[config.mk]
export PLATFORM = sky130hd
export DESIGN_NAME = ellipse_midpoint_rasterizer_top
export DESIGN_NICKNAME = d
export VERILOG_FILES = /design/src/rtl/emr_pkg.sv /design/src/rtl/emr_mul.sv /design/src/rtl/emr_core.sv /design/src/rtl/ellipse_midpoint_rasterizer_top.sv
export VERILOG_INCLUDE_DIRS = /design/src /design/src/rtl
export SDC_FILE = /design/constraint.sdc
export NUM_CORES = 2
export LEC_CHECK = 0
export ABC_CLOCK_PERIOD_IN_PS = 18500
export BUFFER_PORTS_ARGS = -buffer_cell sky130_fd_sc_hd__buf_4
export CORE_MARGIN = 2
export CORE_UTILIZATION = 30
export DETAILED_ROUTE_END_ITERATION = 6
export MAX_ROUTING_LAYER = met4
export PLACE_DENSITY = 0.5
export SLEW_MARGIN = 15
export SYNTH_ARGS = -nofsm -noshare
export SYNTH_HDL_FRONTEND = slang
export SYNTH_SLANG_ARGS = --single-unit
export TNS_END_PERCENT = 50
[constraint.sdc]
create_clock -name clk -period 18.5 [get_ports clk]
set_clock_uncertainty 0.15 [all_clocks]
set_input_delay 3.7 -clock clk [delete_from_list [all_inputs] [get_ports clk]]
set_output_delay 3.7 -clock clk [all_outputs]
set_load 0.05 [all_outputs]
[src/rtl/ellipse_midpoint_rasterizer_top_macros.svh]
// ----------------------------------------------------------------------------
// Assertion macros for the ellipse rasterizer
// Concurrent checks, compiled out when SYNTH is defined.
// ----------------------------------------------------------------------------
`ifndef ELLIPSE_MIDPOINT_RASTERIZER_TOP_MACROS_SVH
`define ELLIPSE_MIDPOINT_RASTERIZER_TOP_MACROS_SVH

`ifndef SYNTH

// plain property, checked on every clock edge out of reset
`define EMR_ASSERT(name, clk, rst, prop, msg) \
  name: assert property (@(posedge clk) disable iff (rst) (prop)) else $error(msg);

// same-cycle implication
`define EMR_ASSERT_IMP(name, clk, rst, pre, post, msg) \
  name: assert property (@(posedge clk) disable iff (rst) (pre) |-> (post)) else $error(msg);

// next-cycle implication
`define EMR_ASSERT_NXT(name, clk, rst, pre, post, msg) \
  name: assert property (@(posedge clk) disable iff (rst) (pre) |=> (post)) else $error(msg);

`else

`define EMR_ASSERT(name, clk, rst, prop, msg)
`define EMR_ASSERT_IMP(name, clk, rst, pre, post, msg)
`define EMR_ASSERT_NXT(name, clk, rst, pre, post, msg)

`endif

`endif

[src/rtl/emr_pkg.sv]
`timescale 1ns / 1ps
// ----------------------------------------------------------------------------
// emr_pkg
// Shared types and constants of the midpoint ellipse rasterizer.
// ----------------------------------------------------------------------------
package emr_pkg;

  localparam int PAINT_W = 8;

  // decision variable width and its saturation limits
  localparam int DEC_W = 36;
  localparam logic [DEC_W-1:0] DEC_MAX = {1'b0, {(DEC_W-1){1'b1}}};
  localparam logic [DEC_W-1:0] DEC_MIN = {1'b1, {(DEC_W-1){1'b0}}};

  // input word kinds
  localparam logic ACT_START = 1'b0;
  localparam logic ACT_STEP  = 1'b1;

  typedef struct packed {
    logic last;
    logic valid_res;
  } emr_flags_t;

endpackage

[src/rtl/emr_mul.sv]
`timescale 1ns / 1ps
// ----------------------------------------------------------------------------
// emr_mul
// Shared signed multiplier with a registered product.
// ----------------------------------------------------------------------------
module emr_mul #(
  parameter int OPW = 23
) (
  input  logic                     clk,
  input  logic signed [OPW-1:0]    a,
  input  logic signed [OPW-1:0]    b,
  output logic signed [2*OPW-1:0]  p
);

  always_ff @(posedge clk) begin
    p <= a * b;
  end

endmodule

[src/rtl/emr_core.sv]
`timescale 1ns / 1ps
// ----------------------------------------------------------------------------
// emr_core
// Sequencer, ellipse state and decision update around one shared multiplier.
// ----------------------------------------------------------------------------
`include "ellipse_midpoint_rasterizer_top_macros.svh"

module emr_core #(
  parameter int COORD_BITS = 12,
  parameter int AXIS_BITS  = 10
) (
  input  logic                               clk,
  input  logic                               rst,
  input  logic                               in_valid,
  output logic                               in_ready,
  input  logic                               in_action,
  input  logic signed [COORD_BITS-1:0]       in_cx,
  input  logic signed [COORD_BITS-1:0]       in_cy,
  input  logic [AXIS_BITS-1:0]               in_rx,
  input  logic [AXIS_BITS-1:0]               in_ry,
  input  logic [emr_pkg::PAINT_W-1:0]        in_paint,
  output logic                               res_valid,
  input  logic                               res_ready,
  output logic signed [COORD_BITS:0]         res_xp,
  output logic signed [COORD_BITS:0]         res_xm,
  output logic signed [COORD_BITS:0]         res_yp,
  output logic signed [COORD_BITS:0]         res_ym,
  output logic [emr_pkg::PAINT_W-1:0]        res_paint,
  output emr_pkg::emr_flags_t                res_flags
);

  localparam int A     = AXIS_BITS;
  localparam int C     = COORD_BITS;
  localparam int OFF_W = A + 1;
  localparam int SQ_W  = 2 * A;
  localparam int SS_W  = 2 * A + 1;
  localparam int Q_W   = A + 1;
  localparam int T2_W  = 2 * A + 2;
  localparam int MW    = 2 * A + 3;
  localparam int PW    = 2 * MW;
  localparam int DW    = emr_pkg::DEC_W;
  localparam int SW    = (3 * A + 6 > DW + 2) ? 3 * A + 6 : DW + 2;
  localparam int CNT_W = $clog2(A + 1);
  localparam int EW    = ((C > OFF_W) ? C : OFF_W) + 1;

  typedef enum logic [15:0] {
    ST_IDLE = 16'h0001,
    ST_SQA  = 16'h0002,
    ST_SQB  = 16'h0004,
    ST_NN   = 16'h0008,
    ST_NNC  = 16'h0010,
    ST_TT   = 16'h0020,
    ST_TS   = 16'h0040,
    ST_CMP  = 16'h0080,
    ST_D0   = 16'h0100,
    ST_D1   = 16'h0200,
    ST_P1   = 16'h0400,
    ST_P2   = 16'h0800,
    ST_P3   = 16'h1000,
    ST_R2A  = 16'h2000,
    ST_R2B  = 16'h4000,
    ST_EMIT = 16'h8000
  } state_t;

  state_t state;
  logic   running;
  logic   second;
  logic   bound_y;
  logic   res_zero;
  logic   res_last;

  logic signed [C-1:0]              org_x;
  logic signed [C-1:0]              org_y;
  logic [emr_pkg::PAINT_W-1:0]      held_paint;
  logic [A-1:0]                     semi_x;
  logic [A-1:0]                     semi_y;
  logic [SQ_W-1:0]                  sx_sq;
  logic [SQ_W-1:0]                  sy_sq;
  logic [SS_W-1:0]                  sum_sq;
  logic [A-1:0]                     limit_x;
  logic [A-1:0]                     limit_y;
  logic signed [OFF_W-1:0]          off_x;
  logic signed [OFF_W-1:0]          off_y;
  logic signed [DW-1:0]             decision;
  logic signed [PW-1:0]             nn;
  logic [Q_W-1:0]                   q;
  logic [CNT_W-1:0]                 bitcnt;
  logic signed [SW-1:0]             p1;

  logic signed [MW-1:0]             mul_a;
  logic signed [MW-1:0]             mul_b;
  logic signed [PW-1:0]             mul_p;
  logic signed [SW-1:0]             prod_w;

  logic signed [OFF_W-1:0]          u;
  logic signed [OFF_W-1:0]          v;
  logic [SQ_W-1:0]                  sq_u;
  logic [SQ_W-1:0]                  sq_v;
  logic signed [OFF_W+1:0]          inc_k;
  logic signed [OFF_W:0]            vm1;
  logic signed [OFF_W:0]            u_next;
  logic signed [OFF_W-1:0]          v_next;
  logic                             dneg;
  logic signed [SW-1:0]             dec_w;
  logic signed [SW-1:0]             sub_w;
  logic signed [SW-1:0]             step_sum;
  logic signed [SW-1:0]             sqa_w;
  logic signed [SW-1:0]             sqb_w;
  logic signed [SW-1:0]             qa_w;
  logic signed [SW-1:0]             qb_w;
  logic                             x_ok;
  logic                             y_done;
  logic [SQ_W-1:0]                  nsel;
  logic [Q_W-1:0]                   t;
  logic                             t_ok;
  logic [Q_W-1:0]                   q_fin;
  logic [A-1:0]                     lim;
  logic signed [EW-1:0]             xp_w;
  logic signed [EW-1:0]             xm_w;
  logic signed [EW-1:0]             yp_w;
  logic signed [EW-1:0]             ym_w;

  function automatic logic signed [DW-1:0] sat_dec(input logic signed [SW-1:0] x);
    logic hi_ones;
    logic hi_zeros;
    hi_ones  = &x[SW-1:DW-1];
    hi_zeros = ~|x[SW-1:DW-1];
    if (hi_ones || hi_zeros) begin
      return x[DW-1:0];
    end else if (x[SW-1]) begin
      return emr_pkg::DEC_MIN;
    end else begin
      return emr_pkg::DEC_MAX;
    end
  endfunction

  emr_mul #(.OPW(MW)) u_mul (
    .clk (clk),
    .a   (mul_a),
    .b   (mul_b),
    .p   (mul_p)
  );

  assign prod_w = SW'(mul_p);

  // region one walks x (u) and drops y (v); region two swaps the roles
  assign u      = second ? off_y : off_x;
  assign v      = second ? off_x : off_y;
  assign sq_u   = second ? sx_sq : sy_sq;
  assign sq_v   = second ? sy_sq : sx_sq;
  assign inc_k  = ((OFF_W+2)'(u) <<< 1) + (OFF_W+2)'(3);
  assign vm1    = (OFF_W+1)'(v) - (OFF_W+1)'(1);
  assign dneg   = decision[DW-1];
  assign u_next = (OFF_W+1)'(u) + (OFF_W+1)'(1);
  assign v_next = dneg ? v : v - OFF_W'(1);

  assign dec_w    = SW'(decision);
  assign sub_w    = dneg ? '0 : (prod_w <<< 1);
  assign step_sum = dec_w + p1 - sub_w;
  assign sqa_w    = SW'(sx_sq);
  assign sqb_w    = SW'(sy_sq);
  assign qa_w     = SW'(sx_sq >> 2);
  assign qb_w     = SW'(sy_sq >> 2);

  assign x_ok   = u_next <= signed'({2'b00, limit_x});
  assign y_done = u_next >= signed'({2'b00, limit_y});

  // bound search: one trial bit per pass, t*t then t*t*s against n*n
  assign nsel  = bound_y ? sy_sq : sx_sq;
  assign t     = q | (Q_W'(1) << bitcnt);
  assign t_ok  = mul_p <= nn;
  assign q_fin = t_ok ? t : q;
  assign lim   = (sum_sq == '0) ? '0 : q_fin[A-1:0];

  always_comb begin
    mul_a = '0;
    mul_b = '0;
    unique case (state)
      ST_SQA: begin
        mul_a = MW'(semi_x);
        mul_b = MW'(semi_x);
      end
      ST_SQB: begin
        mul_a = MW'(semi_y);
        mul_b = MW'(semi_y);
      end
      ST_NN: begin
        mul_a = MW'(nsel);
        mul_b = MW'(nsel);
      end
      ST_NNC, ST_TT: begin
        mul_a = MW'(t);
        mul_b = MW'(t);
      end
      ST_TS: begin
        mul_a = MW'(mul_p[T2_W-1:0]);
        mul_b = MW'(sum_sq);
      end
      ST_D0: begin
        mul_a = MW'(sx_sq);
        mul_b = MW'(semi_y);
      end
      ST_P1: begin
        mul_a = MW'(inc_k);
        mul_b = MW'(sq_u);
      end
      ST_P2: begin
        mul_a = MW'(vm1);
        mul_b = MW'(sq_v);
      end
      ST_R2A: begin
        mul_a = MW'(semi_x);
        mul_b = MW'(sy_sq);
      end
      default: begin
      end
    endcase
  end

  always_ff @(posedge clk) begin
    if (rst) begin
      state    <= ST_IDLE;
      running  <= 1'b0;
      second   <= 1'b0;
      bound_y  <= 1'b0;
      res_zero <= 1'b0;
      res_last <= 1'b0;
    end else begin
      unique case (state)
        ST_IDLE: begin
          if (in_valid) begin
            if (in_action == emr_pkg::ACT_START) begin
              org_x      <= in_cx;
              org_y      <= in_cy;
              held_paint <= in_paint;
              semi_x     <= in_rx;
              semi_y     <= in_ry;
              bound_y    <= 1'b0;
              state      <= ST_SQA;
            end else if (!running) begin
              res_zero <= 1'b1;
              res_last <= 1'b0;
              state    <= ST_EMIT;
            end else begin
              state <= ST_P1;
            end
          end
        end
        ST_SQA: begin
          state <= ST_SQB;
        end
        ST_SQB: begin
          sx_sq <= mul_p[SQ_W-1:0];
          state <= ST_NN;
        end
        ST_NN: begin
          if (!bound_y) begin
            sy_sq  <= mul_p[SQ_W-1:0];
            sum_sq <= SS_W'(sx_sq) + SS_W'(mul_p[SQ_W-1:0]);
          end
          q      <= '0;
          bitcnt <= CNT_W'(A);
          state  <= ST_NNC;
        end
        ST_NNC: begin
          nn    <= mul_p;
          state <= ST_TS;
        end
        ST_TT: begin
          state <= ST_TS;
        end
        ST_TS: begin
          state <= ST_CMP;
        end
        ST_CMP: begin
          q <= q_fin;
          if (bitcnt == '0) begin
            if (!bound_y) begin
              limit_x <= lim;
              bound_y <= 1'b1;
              state   <= ST_NN;
            end else begin
              limit_y <= lim;
              state   <= ST_D0;
            end
          end else begin
            bitcnt <= bitcnt - CNT_W'(1);
            state  <= ST_TT;
          end
        end
        ST_D0: begin
          state <= ST_D1;
        end
        ST_D1: begin
          decision <= sat_dec(sqb_w - prod_w + qa_w);
          off_x    <= '0;
          off_y    <= OFF_W'(semi_y);
          second   <= 1'b0;
          running  <= 1'b1;
          res_zero <= 1'b0;
          res_last <= 1'b0;
          state    <= ST_EMIT;
        end
        ST_P1: begin
          state <= ST_P2;
        end
        ST_P2: begin
          p1    <= prod_w;
          state <= ST_P3;
        end
        ST_P3: begin
          decision <= sat_dec(step_sum);
          res_zero <= 1'b0;
          if (!second) begin
            off_x <= u_next[OFF_W-1:0];
            off_y <= v_next;
            if (x_ok) begin
              res_last <= 1'b0;
              state    <= ST_EMIT;
            end else begin
              state <= ST_R2A;
            end
          end else begin
            off_y    <= u_next[OFF_W-1:0];
            off_x    <= v_next;
            res_last <= y_done;
            if (y_done) begin
              running <= 1'b0;
            end
            state <= ST_EMIT;
          end
        end
        ST_R2A: begin
          state <= ST_R2B;
        end
        ST_R2B: begin
          // region two opens at (a,0); a zero bound ends the ellipse at once
          decision <= sat_dec(sqa_w - prod_w + qb_w);
          second   <= 1'b1;
          off_x    <= OFF_W'(semi_x);
          off_y    <= '0;
          res_last <= (limit_y == '0);
          if (limit_y == '0) begin
            running <= 1'b0;
          end
          state <= ST_EMIT;
        end
        ST_EMIT: begin
          if (res_ready) begin
            state <= ST_IDLE;
          end
        end
        default: begin
          state <= ST_IDLE;
        end
      endcase
    end
  end

  assign xp_w = EW'(org_x) + EW'(off_x);
  assign xm_w = EW'(org_x) - EW'(off_x);
  assign yp_w = EW'(org_y) + EW'(off_y);
  assign ym_w = EW'(org_y) - EW'(off_y);

  assign in_ready            = (state == ST_IDLE);
  assign res_valid           = (state == ST_EMIT);
  assign res_xp              = res_zero ? '0 : xp_w[C:0];
  assign res_xm              = res_zero ? '0 : xm_w[C:0];
  assign res_yp              = res_zero ? '0 : yp_w[C:0];
  assign res_ym              = res_zero ? '0 : ym_w[C:0];
  assign res_paint           = res_zero ? '0 : held_paint;
  assign res_flags.valid_res = !res_zero;
  assign res_flags.last      = res_last && !res_zero;

  `EMR_ASSERT_NXT(a_last_ends_run, clk, rst, res_valid && res_ready && res_flags.last, !running, "running still set after the final point")
  `EMR_ASSERT_IMP(a_idle_word_blank, clk, rst, res_valid && !res_flags.valid_res, !res_flags.last && res_paint == '0, "blank word carries last or paint")
  `EMR_ASSERT_IMP(a_bound_in_axis, clk, rst, state == ST_D0, limit_x <= semi_x && limit_y <= semi_y, "region bound exceeds its semi-axis")
  `EMR_ASSERT_NXT(a_busy_after_take, clk, rst, in_valid && in_ready, !in_ready, "input taken twice in a row")

endmodule

[src/rtl/ellipse_midpoint_rasterizer_top.sv]
`timescale 1ns / 1ps
// ----------------------------------------------------------------------------
// ellipse_midpoint_rasterizer_top
// Midpoint ellipse rasterizer: one four-way mirrored point per input word.
// ----------------------------------------------------------------------------
// A start word (tuser = 0) loads center, semi-axes and color and answers with
// point (0,b); each step word (tuser = 1) answers with the next point, the
// final one flagged by tlast; steps after that, or before any start, answer
// with tuser = 0 and all-zero data. One word is in flight at a time, and all
// multiplications go through one shared registered multiplier, one product per
// cycle. A start word first runs a bit-by-bit search for the two region
// bounds; the step that enters region two also passes through the states
// ST_R2A and ST_R2B, and a step with no ellipse running goes straight to the
// output. The input is ready again in the cycle after the output register is
// loaded. The output register holds a finished word while the core works on
// the next one; the core waits in its emit state only while that register is
// still full.
// ----------------------------------------------------------------------------
module ellipse_midpoint_rasterizer_top #(
  parameter int COORD_BITS = 12,
  parameter int AXIS_BITS  = 10,
  localparam int IN_W  = ((2 * COORD_BITS + 2 * AXIS_BITS + emr_pkg::PAINT_W + 7) / 8) * 8,
  localparam int OUT_W = ((8 * (COORD_BITS + 1) + emr_pkg::PAINT_W + 7) / 8) * 8
) (
  input  logic             clk,
  input  logic             rst,
  input  logic             s_tvalid,
  output logic             s_tready,
  // center_x, center_y, radius_x, radius_y, paint, zero pad
  input  logic [IN_W-1:0]  s_tdata,
  // action
  input  logic             s_tuser,
  output logic             m_tvalid,
  input  logic             m_tready,
  // px_a, py_a, px_b, py_b, px_c, py_c, px_d, py_d, paint_out, zero pad
  output logic [OUT_W-1:0] m_tdata,
  // valid_res
  output logic             m_tuser,
  output logic             m_tlast
);

  localparam int C  = COORD_BITS;
  localparam int A  = AXIS_BITS;
  localparam int PW = emr_pkg::PAINT_W;

  logic                  res_valid;
  logic                  res_ready;
  logic signed [C:0]     res_xp;
  logic signed [C:0]     res_xm;
  logic signed [C:0]     res_yp;
  logic signed [C:0]     res_ym;
  logic [PW-1:0]         res_paint;
  emr_pkg::emr_flags_t   res_flags;
  logic [OUT_W-1:0]      res_word;

  emr_core #(
    .COORD_BITS (COORD_BITS),
    .AXIS_BITS  (AXIS_BITS)
  ) u_core (
    .clk       (clk),
    .rst       (rst),
    .in_valid  (s_tvalid),
    .in_ready  (s_tready),
    .in_action (s_tuser),
    .in_cx     (s_tdata[C-1:0]),
    .in_cy     (s_tdata[2*C-1:C]),
    .in_rx     (s_tdata[2*C+A-1:2*C]),
    .in_ry     (s_tdata[2*C+2*A-1:2*C+A]),
    .in_paint  (s_tdata[2*C+2*A+PW-1:2*C+2*A]),
    .res_valid (res_valid),
    .res_ready (res_ready),
    .res_xp    (res_xp),
    .res_xm    (res_xm),
    .res_yp    (res_yp),
    .res_ym    (res_ym),
    .res_paint (res_paint),
    .res_flags (res_flags)
  );

  // a=(+x,+y) b=(-x,+y) c=(+x,-y) d=(-x,-y)
  assign res_word = OUT_W'({res_paint, res_ym, res_xm, res_ym, res_xp,
                            res_yp, res_xm, res_yp, res_xp});

  assign res_ready = !m_tvalid || m_tready;

  always_ff @(posedge clk) begin
    if (rst) begin
      m_tvalid <= 1'b0;
    end else if (res_valid && res_ready) begin
      m_tvalid <= 1'b1;
    end else if (m_tready) begin
      m_tvalid <= 1'b0;
    end
  end

  always_ff @(posedge clk) begin
    if (res_valid && res_ready) begin
      m_tdata <= res_word;
      m_tuser <= res_flags.valid_res;
      m_tlast <= res_flags.last;
    end
  end

endmodule
==> summary.md <==
| Metric | Value |
|---|---|
| Hold Crit Start | u_core.u_mul.p[38] |
| Worst reg2reg setup slack | 5.84 ns |
| WL/cell | 20.1 um |
| TritonCTS sink count | 416 |
| Maximum clock insertion buffer count | 3 |
| Leakage power | 23.3 nW |
| Total track usage | 0.186 |
| Number of synthesized flops with an enable pin | 349 |
| Die Footprint | 157,000 um2 |
| Hold crit path type | reg -> reg |
| Top post-synthesis cells by count | 921 x inv_1, 572 x fa_1, 489 x nand2_1, 349 x edfxtp_1, 348 x ha_1 |
| Chip height | 396 um |
| Top sig layer | met4 |
| Outcome | completed |
| Distinct cells, synth | 91 |
| Worst Slack Setup Final | 5.84 ns |
| Post-route insts no fill | 7,041 |
| Worst path max stage delay | 0.82 ns |
| Worst Path Max Fanout | 69 |
| IO Pins | 177 |
| Worst Path Required | 18.90 ns |
| Root Driver | clkbuf_16 |
| Cells after DPL | 6,948 |
| Metal3 WL | 7410 um |
| Sequential area share after synthesis | 0.257 |
| Synthesized flop and latch total | 416 |
| Largest net degree at the start of global routing | 70 |
| Mapped Area | 46,100 um2 |
| # DRC | 0 |
| WL final | 142,000 um |
| Most numerous cell in the Yosys netlist | inv_1 |
| Vias in the first global route | 35,700 |
| Via count | 34,800 |
| TritonRoute pass-1 iters | 6 |
| Synth top area share | 0.249 |
| Layout cells sized above 1 | 0.0836 |
| Reg power frac | 0.476 |
| Hold-critical path depth | 0 |
| Worst flop-to-flop path endpoint | u_core.u_mul.p[43] |
| Worst VDD drop | 73.3 uV |
| Area of the multi-input gates | 29,800 um2 |
| Pre-CTS WS | 5.85 ns |
| Most used cell, CP | fa_1 |
| Yosys warns | 0 |
| WS Path Type | reg -> reg |
| IO Port Bufs | 172 |
| Pwr dens | 41.9 nW/um2 |
| Synth area leaders | fa_1 25%, edfxtp_1 23%, ha_1 9.5% |
| # hold bufs at CTS | 0 |
| Max-slew violations | 0 |
| Initial core utilization | 0.303 |
| Hold Violations, Final | 0 |
| Gpl congestion | 0.922 |
| Syn Nets | 5,853 |
| ANT nets after route | 0 |
| Total of max-cap violations | 0 |
| Row cnt | 143 |
| Setup TNS Final | 0 ns |
| Area leader, netlist | fa_1 |
| Crit share post-route | 0.684 |
| Switching share of power | 0.232 |
| Die width | 396 um |
| Post-CTS sizing | 0 |
| Initial antenna violation count | 3 |
| RSZ-0062 raised after global routing | false |
| Maximum clock frequency | 79.0 MHz |
| Power, Total | 2.15 mW |
| H-tree levels | 2 |
| Critical Path AT | 13.06 ns |
| Endpoints failing setup | 0 |
| Initial DRC Count | 2,576 |
| Critical Path End Type | register |
| Skew-Pair Late Insertion Delay | 0.63 ns |
| Hold Path Sink | u_core.nn[38] |
| Met1 Wirelength | 61,500 um |
| Core Area | 152,000 um2 |
| TritonCTS clock tree | yes |
| Slowest cell on crit path | nand2_1 |
| Min cycle time layout | 12.66 ns |
| Number of setup buffers added after CTS | 0 |
| Switch Pwr | 0.499 mW |
| Primary FF master, synth | edfxtp_1 |
| Filler instances | 15,800 |
| Hold_ws | 0.294 ns |
| Clock network fraction of design power | 0.476 |
| Storage cell area | 11,800 um2 |
| Cell family with most CP delay | compound AO/OA/AOI/OAI gates |
| # nets final | 5,951 |
| Worst r2r src | u_core.second |
| DR vias/cell | 4.94 |
| GRT overflow | 0 |
| Slew @ Worst Pin | 1.17 ns |
| CTS Buf Count | 49 |
| Critical path launch point type | register |
| Crit path buffers/inverters | 6 |
| Internal | 1.65 mW |
| Avg Synthesized Cell Area | 9.46 um2 |
| Gate Count Post-Synth | 4,872 |
| Routed wire length on met2 | 67,200 um |
| Detail Placement HPWL | 110,000 um |
| Worst r2r path cells | 35 |
| Max_slew headroom | 0.216 |
| First-pass GRT wire length | 219,000 um |
| Async SR Flop Fraction | 0 |
| Area grow syn2layout | 11.5% |
| Combinational share of power | 0.048 |
| Clock Pin Slew Worst Setup and Hold Paths | 0.06 ns |
==> power by group through the flow <==
stage | Sequential, mW | Combinational, mW | Clock (mW)
final | 1.02 | 0.102 | 1.02
after global placement | 1.04 | 0.102 | 0
after CTS | 1.02 | 0.103 | 1.05
after floorplan | 1.05 | 0.0605 | 0
after global routing | 1.02 | 0.111 | 1.08
after detailed placement | 1.04 | 0.103 | 0
==> worst reg2reg max path: cells and delay by family, from the launching register on <==
family / cells / cell delay, ns
buffers and inverters: 6 / 0.66
and+or+nand+nor: 7 / 2.02
AOI/OAI and AO/OA: 13 / 5.33
adders and majority gates: 8 / 3.88
DFF: 1 / 0.41
xor gates and xnor gates: 1 / 0.15
==> worst max path at each step <==
stage                    endpoint           from  slack (ns)  cells past startpoint
6_report       u_core.u_mul.p[43]  u_core.second        5.84                     35
5_1_grt        u_core.u_mul.p[43]  u_core.second        5.28                     35
4_1_cts        u_core.u_mul.p[43]  u_core.second        5.81                     32
3_5_place_dp   u_core.u_mul.p[43]  u_core.second        5.85                     32
3_3_place_gp   u_core.u_mul.p[43]  u_core.second        5.86                     32
2_1_floorplan  u_core.u_mul.p[44]  u_core.second        8.33                     41
==> layout by cell type, fill, tap and decap left out, types with 20 or more instances in the layout <==
| cell | count |
|---|---|
| a221oi_1 | 74 |
| a21o_1 | 90 |
| a31oi_1 | 22 |
| nand3_1 | 50 |
| nand2b_1 | 40 |
| xor2_1 | 53 |
| or3_1 | 25 |
| ha_1 | 348 |
| nand4_1 | 25 |
| nor2b_1 | 95 |
| inv_1 | 921 |
| nor2_1 | 337 |
| buf_4 | 272 |
| a211oi_1 | 27 |
| o21a_1 | 22 |
| clkbuf_16 | 50 |
| mux2i_1 | 43 |
| nor4_1 | 20 |
| edfxtp_1 | 349 |
| o21bai_1 | 24 |
| xnor2_1 | 163 |
| o21ai_1 | 48 |
| a21oi_1 | 222 |
| nor3_1 | 57 |
| fa_1 | 572 |
| nand2_1 | 489 |
| and2_1 | 74 |
| o21ai_0 | 113 |
| and3_1 | 21 |
| dfxtp_1 | 65 |
==> state kept, by name (all words and copies together), names as in the netlist, 10 cells and up <==
register,count
u_core.limit_y,10
u_core.u_mul.p,45
u_core.semi_x,10
u_core.p1,38
m_tdata,58
u_core.nn,45
u_core.q,11
u_core.sx_sq,20
u_core.off_x,11
u_core.limit_x,10
u_core.sy_sq,20
u_core.decision,36
u_core.off_y,11
u_core.org_x,12
u_core.sum_sq,21
u_core.semi_y,10
u_core.org_y,12
u_core.state,16
==> area by class of cell <==
cell class / instances / area share
antenna: 1 / 0.0000487
timing repair buffer: 273 / 0.0399
clock buffer: 66 / 0.0263
inverter: 934 / 0.0682
clock inverter: 25 / 0.00633
multi-input combinational: 3296 / 0.580
tap: 2030 / 0.0494
sequential: 416 / 0.230
==> stage by stage <==
stage / area (um2) / util
4_1_cts: 51400 / 0.337
3_3_place_gp: 49700 / 0.326
5_1_grt: 51400 / 0.337
2_1_floorplan: 46100 / -
6_report: 51400 / 0.337
3_5_place_dp: 49700 / 0.326
==> layer usage <==
layer,up-vias,track usage
met2,989,0.305
met5,-,-
met3,204,0.0183
met1,17500,0.240
li1,16100,-
met4,0,0.0623
==> cell families (layout without fill, tap and decap cells) <==
family	Yosys count	in the layout	synth area share
xor+xnor	217	217	0.0414
other cells	2	3	0.000163
compound gates	806	806	0.115
mux	46	46	0.0102
fa+ha+maj	920	920	0.343
simple gates	1305	1305	0.132
flops	416	416	0.257
buf+inv	1160	1298	0.102
Note: power is estimated with default switching activity, not from simulation.
